### src/sv/fac_pkg.sv
package fac_pkg;

  // Fixed widths of the ports and of the configuration registers.
  localparam int unsigned FIELD_WIDTH = 32;
  localparam int unsigned ENTRY_WIDTH = 32;
  localparam int unsigned REG_WIDTH   = 64;
  localparam int unsigned NUM_REGS    = 8;
  localparam int unsigned REG_IDX_W   = 3;
  localparam int unsigned NUM_PLANES  = 6;

  // Number format of the box coordinates.
  localparam int unsigned COORD_WIDTH = 32;
  localparam int unsigned FRAC_BITS   = 16;

  // A plane component is the exact sum or difference of two matrix entries.
  localparam int unsigned NORM_WIDTH = ENTRY_WIDTH + 1;
  localparam int unsigned PROD_WIDTH = NORM_WIDTH + COORD_WIDTH;
  localparam int unsigned DSH_WIDTH  = NORM_WIDTH + FRAC_BITS;
  localparam int unsigned SUM_WIDTH  =
      ((PROD_WIDTH > DSH_WIDTH) ? PROD_WIDTH : DSH_WIDTH) + 2;

  // Register stages from the accepting edge to the result strobe.
  localparam int unsigned LATENCY = 5;

  typedef logic signed [ENTRY_WIDTH-1:0] entry_t;
  typedef logic signed [NORM_WIDTH-1:0]  norm_t;
  typedef logic signed [COORD_WIDTH-1:0] coord_t;
  typedef logic signed [PROD_WIDTH-1:0]  prod_t;
  typedef logic signed [SUM_WIDTH-1:0]   sum_t;

  typedef struct packed {
    norm_t nx;
    norm_t ny;
    norm_t nz;
    norm_t d;
  } plane_t;

  typedef struct packed {
    coord_t min_x;
    coord_t min_y;
    coord_t min_z;
    coord_t max_x;
    coord_t max_y;
    coord_t max_z;
  } box_t;

endpackage

### src/sv/fac_cfg.sv
module fac_cfg (
  input  logic                                 clk_i,
  input  logic                                 rst_ni,
  input  logic                                 cfg_we_i,
  input  logic [fac_pkg::REG_IDX_W-1:0]        cfg_idx_i,
  input  logic [fac_pkg::REG_WIDTH-1:0]        cfg_data_i,
  output fac_pkg::plane_t                      plane_o [fac_pkg::NUM_PLANES]
);

  logic [fac_pkg::REG_WIDTH-1:0] regs_q [fac_pkg::NUM_REGS];
  fac_pkg::entry_t               ent [4][4];
  fac_pkg::plane_t               plane_d [fac_pkg::NUM_PLANES];
  fac_pkg::plane_t               plane_q [fac_pkg::NUM_PLANES];

  function automatic fac_pkg::norm_t combine(fac_pkg::entry_t a, fac_pkg::entry_t b,
                                             logic minus);
    fac_pkg::norm_t ea;
    fac_pkg::norm_t eb;
    ea = fac_pkg::norm_t'(a);
    eb = fac_pkg::norm_t'(b);
    return minus ? (ea - eb) : (ea + eb);
  endfunction

  always_ff @(posedge clk_i or negedge rst_ni) begin
    if (!rst_ni) begin
      for (int i = 0; i < fac_pkg::NUM_REGS; i++) begin
        regs_q[i] <= '0;
      end
    end else if (cfg_we_i) begin
      regs_q[cfg_idx_i] <= cfg_data_i;
    end
  end

  // Register 2c holds rows 0 and 1 of column c, register 2c+1 rows 2 and 3.
  for (genvar c = 0; c < 4; c++) begin : g_col
    assign ent[0][c] = regs_q[2*c][fac_pkg::ENTRY_WIDTH-1:0];
    assign ent[1][c] = regs_q[2*c][fac_pkg::REG_WIDTH-1:fac_pkg::ENTRY_WIDTH];
    assign ent[2][c] = regs_q[2*c+1][fac_pkg::ENTRY_WIDTH-1:0];
    assign ent[3][c] = regs_q[2*c+1][fac_pkg::REG_WIDTH-1:fac_pkg::ENTRY_WIDTH];
  end

  // Planes come in pairs per axis: row 3 plus the axis row, then row 3 minus it.
  for (genvar p = 0; p < fac_pkg::NUM_PLANES; p++) begin : g_plane
    localparam int Axis = p / 2;
    localparam logic Minus = logic'(p % 2);
    assign plane_d[p].nx = combine(ent[3][0], ent[Axis][0], Minus);
    assign plane_d[p].ny = combine(ent[3][1], ent[Axis][1], Minus);
    assign plane_d[p].nz = combine(ent[3][2], ent[Axis][2], Minus);
    assign plane_d[p].d  = combine(ent[3][3], ent[Axis][3], Minus);

    always_ff @(posedge clk_i) begin
      plane_q[p] <= plane_d[p];
    end

    assign plane_o[p] = plane_q[p];
  end

endmodule

### config.mk
export PLATFORM = sky130hd
export DESIGN_NAME = fac_cfg
export DESIGN_NICKNAME = d
export VERILOG_FILES = /design/src/sv/fac_pkg.sv /design/src/sv/fac_cfg.sv
export SDC_FILE = /design/constraint.sdc
export NUM_CORES = 2
export LEC_CHECK = 0
export BUFFER_PORTS_ARGS = -buffer_cell sky130_fd_sc_hd__buf_2
export CAP_MARGIN = 20
export CORE_MARGIN = 2
export CORE_UTILIZATION = 59
export DETAILED_ROUTE_END_ITERATION = 8
export GPL_TIMING_DRIVEN = 0
export HOLD_SLACK_MARGIN = 0.1
export PLACE_DENSITY = 0.81
export SETUP_SLACK_MARGIN = 0.5
export SYNTH_ARGS = -nofsm -noshare
export SYNTH_HDL_FRONTEND = slang
export SYNTH_SLANG_ARGS = --single-unit
### constraint.sdc
create_clock -name clk_i -period 4.2 [get_ports clk_i]
set_input_delay 0.21 -clock clk_i [delete_from_list [all_inputs] [get_ports clk_i]]
set_output_delay 0.21 -clock clk_i [all_outputs]
set_load 0.02 [all_outputs]
==> run summary <==
OUTCOME
------------------------------------------------------------------------------------------
Result of the run                                                             finished clean

STA
------------------------------------------------------------------------------------------
Final hold violations                                                                    0
Actual transition at the worst max-transition pin                                  1153 ps
Highest attainable clock frequency                                               267.3 MHz
Worst-case clock skew                                                             26.17 ps
Post-route clock period utilization                                                 89.06%
Total setup violations reported at the end of the flow                                   0
Final critical-path required period                                                3740 ps
Slew HR                                                                             22.41%
Number of max-slew violations in the final report                                        0
RSZ-0062 raised after global routing                                                  true

POWER
------------------------------------------------------------------------------------------
Final Total Pwr                                                                   74.02 mW
Leakage power total                                                               40.08 nW
Power per cell area                                                           851.1 nW/um2
Highest ir drop seen on vdd                                                      0.6059 mV

SYNTH
------------------------------------------------------------------------------------------
Synthesized netlist net count                                                         8791
Cell taking the most area after synthesis                                     sky130_fd_sc_hd__dfxtp_1
Distinct cell type count after synthesis                                                92
Share of flip-flops with an asynchronous set or reset after synthesis               39.63%
Simple-Gate Fraction of Synth Area                                                  11.43%
Count of warnings emitted by yosys                                                       0
Share of the yosys chip area belonging to registers                                 39.13%
Main combinational cell family by area after synthesis                        compound AO/OA/AOI/OAI gates
Register bit count reported by yosys                                                  1292
Area fraction of the dominant cell type after synthesis                             21.49%
Mapped Avg Cell Area                                                             9.163 um2
Synthesized netlist cell count                                                        7929
Dominant register cell in the synthesized netlist                             sky130_fd_sc_hd__dfxtp_1
Synthesized-area fraction occupied by xor and xnor cells                            8.016%
Area fraction in compound gates after synthesis                                     17.07%
Number of enable flip-flop cells after synthesis                                         0
Adder and majority cell fraction of the synthesized area                            13.89%
Top area cells in the synthesized netlist                                     sky130_fd_sc_hd__dfxtp_1 21%, sky130_fd_sc_hd__dfrtp_1 18%, sky130_fd_sc_hd__ha_1 13%
Mux contribution to synthesized area                                                4.612%
Netlist area before placement                                                    72660 um2

GRT
------------------------------------------------------------------------------------------
GRT Residual Overflow                                                                    0
First-pass GRT wire length                                                        370.2 mm
Overall track demand over capacity in global routing                                38.81%
Number of antenna violations at the first check in global routing                       26
Vias in the first global route                                                       62720
Largest net degree at the start of global routing                                      115

SETUP PATH
------------------------------------------------------------------------------------------
Launching element type of the critical path                                       register
Cell with the largest stage delay on the worst path                           sky130_fd_sc_hd__o21ai_1
Arrival @ worst endpoint                                                           4430 ps
Worst Path Buf+Inv                                                                       1
Critical path endpoint                                                        plane_q[5][129]$_DFF_P_
Depth of the worst register-to-register path                                            13
Top fanout value on the critical path                                                    4
Most used cell along the critical path                                        sky130_fd_sc_hd__a21oi_1
Beginning of the critical path                                                ent[96]$_DFFE_PN0P_
Kind of end point of the critical path                                            register
Largest delay share family, worst path                                        compound AO/OA/AOI/OAI gates
CP max stage delay                                                                  510 ps
Type of the setup path with the least slack                                   register to register
Required time worst endpoint                                                       4890 ps
Worst-case register-to-register setup slack                                         460 ps
Ordered list of cells on the worst path                                       inv_1 -> ha_1 -> fa_1 -> nor2b_1 -> o21a_1 -> o21ai_0 -> a21oi_1 -> o2111ai_1 -> a21oi_2 -> o21ai_1 -> a21oi_1 -> a41o_1 -> a31oi_1
Critical Path Stages                                                                    13
Critical register-to-register path endpoint                                   plane_q[5][129]$_DFF_P_
Worst flop-to-flop path startpoint                                            ent[96]$_DFFE_PN0P_

FINISH
------------------------------------------------------------------------------------------
Fraction of final layout cells with drive strength greater than 1                   19.83%
Fin cells                                                                            10860
Register area                                                                    28460 um2
Post-route standard cell area excluding fillers                                  86970 um2
Number of nets in the layout                                                          9973
Filler cells                                                                          9324
Layout overhead on the synthesized area                                             19.70%
Area occupied by multi-input gates                                               41460 um2

HOLD PATH
------------------------------------------------------------------------------------------
Hold Path Depth                                                                          5
Class of the most critical hold timing path                                   input pin to register

PLACE
------------------------------------------------------------------------------------------
# port buffers                                                                         859
Cell area after placement                                                        79190 um2
Number of cells after detailed placement                                             10430
HPWL reported at the end of detailed placement                                    199.4 mm
Global placer's final weighted congestion                                            1.040

DETAILED ROUTING
------------------------------------------------------------------------------------------
Detail-routed net length per standard cell                                        23.31 um
Total number of vias                                                                 63580
Detailed-router iteration count before antenna repair                                    7
Number of vias per cell after detailed routing                                       5.852
Number of routed nets with antenna violations                                            0
DRC violation total after the first TritonRoute iteration                             4876
DR DRC count                                                                             0
Total wirelength of the detailed-routed design                                    253.3 mm

CLOCKING
------------------------------------------------------------------------------------------
Number of sinks on the clock net                                                      1292
Clock edge transition at the registers on the reported setup and hold paths          60 ps
Number of clock buffers inserted by TritonCTS                                          140
Number of buffers on the longest clock path                                              3
Worst-skew pair later-pin latency                                                   790 ps
CTS H-Tree Depth                                                                         4
Clock root buffer master                                                      sky130_fd_sc_hd__clkbuf_16
Clock tree from TritonCTS                                                              yes

RUN
------------------------------------------------------------------------------------------
Max-cap viol count                                                                       0

FLOORPLAN
------------------------------------------------------------------------------------------
Die X                                                                             354.9 um
Floorplan core area                                                             122000 um2
Die footprint                                                                   126000 um2
Placement row count                                                                    128
Starting density of the core                                                        59.54%
Top Ports                                                                              862
Vert. Die Dim                                                                     354.9 um

-- worst min path at each step --
| stage | startpoint | to | slack (ps) |
|---|---|---|---|
| 3_5_place_dp | rst_ni | ent[232]$_DFFE_PN0P_ | 290 |
| 4_1_cts | cfg_idx_i[2] | ent[419]$_DFFE_PN0P_ | 240 |
| 2_1_floorplan | rst_ni | ent[0]$_DFFE_PN0P_ | -90 |
| 5_1_grt | cfg_idx_i[2] | ent[419]$_DFFE_PN0P_ | 340 |
| 3_3_place_gp | ent[168]$_DFFE_PN0P_ | ent[168]$_DFFE_PN0P_ | 510 |
| 6_report | cfg_idx_i[2] | ent[423]$_DFFE_PN0P_ | 300 |
-- where the power goes --
| group | internal (mW) | switching [mW] | total [mW] |
|---|---|---|---|
| clock | 7.32 | 5.28 | 12.6 |
| combinational | 14.2 | 25.9 | 40.2 |
| sequential | 17.7 | 3.52 | 21.2 |
| total | 39.3 | 34.7 | 74.0 |
-- layer usage --
| metal | vias to the layer above | part of all wire, % | track usage, % | wire length (um) |
|---|---|---|---|---|
| met5 | - | 0.016 | 0 | 41 |
| met4 | 6 | 6.9 | 22.42 | 17370 |
| met3 | 743 | 8.4 | 8.544 | 21320 |
| met2 | 2859 | 47 | 66.68 | 120100 |
| met1 | 30540 | 37 | 44.54 | 94380 |
| li1 | 29440 | - | - | - |
-- cell type report --
cell class              instances  share of cell area, %
diodes                          9                0.02590
multi-input cells            5523                  47.67
inverters                     755                  3.263
clock inverters                56                 0.5323
repair buffers               1040                  6.878
plain buffers                 359                  1.688
flip-flops and latches       1292                  32.73
clock buffers                 205                  4.875
well taps                    1625                  2.338
-- cell usage after synthesis, types with 102 or more instances --
cell and count:
sky130_fd_sc_hd__dfxtp_1 780, sky130_fd_sc_hd__ha_1 768, sky130_fd_sc_hd__inv_1 753, sky130_fd_sc_hd__nor2_1 640, sky130_fd_sc_hd__a21oi_1 628, sky130_fd_sc_hd__xnor2_1 557
sky130_fd_sc_hd__dfrtp_1 512, sky130_fd_sc_hd__o21ai_0 491, sky130_fd_sc_hd__nand2_1 475, sky130_fd_sc_hd__clkbuf_1 316, sky130_fd_sc_hd__mux2_2 294, sky130_fd_sc_hd__o21bai_1 163
sky130_fd_sc_hd__nor3_1 151, sky130_fd_sc_hd__xor2_1 108, sky130_fd_sc_hd__a21o_1 102
-- registers in the layout, summed over array words and instances, names as in the netlist --
| register | flops |
|---|---|
| plane_q | 780 |
| ent | 512 |
-- through the flow --
stage	hold WS (ps)	TNS, ps	setup slack (ps)	utilization (%)
2_1_floorplan	-85.59	0	814.4	-
3_3_place_gp	514.1	-4167960	-8263	64.73
3_5_place_dp	289.4	-5288	-456.5	64.89
4_1_cts	237.6	0	459.4	70.13
5_1_grt	339.7	0	406.4	71.25
6_report	300.0	0	459.5	71.27
-- worst reg2reg max path, delay by kind of cell, from the launching register on --
kind | cells | cell delay [ps]
compound gates | 9 | 2540
fa+ha+maj | 2 | 450
flops | 1 | 440
buf+inv | 1 | 150
simple gates | 1 | 70
-- kinds of logic after synthesis --
kind of cell | Yosys count
AOI/OAI and AO/OA | 1970
and+or+nand+nor | 1798
DFF | 1292
buffers and inverters | 1114
adders and majority gates | 792
xor gates and xnor gates | 665
muxes | 298
-- cell usage in the layout (no fill, tap or decap), drive strengths merged, types with 66 or more instances in the layout --
master       count
mux2           294
nand2          475
a21oi          629
nor3           151
nand2b          95
dlygate4sd3     66
o21ai          497
dfrtp          512
nand3           74
nor2b           95
inv            769
ha             768
o21bai         163
buf           1021
a21o           102
nor2           640
xor2           108
clkbuf         517
dfxtp          780
o31ai           70
xnor2          557
-- repair_timing --
action,CTS,global route
buffers inserted,38,63
hold endpoints to repair,662,0
pin swaps,33,79
gates resized for setup,155,228
setup endpoints to repair,184,143
hold buffers,67,0
(Power assumes the default switching activity.)
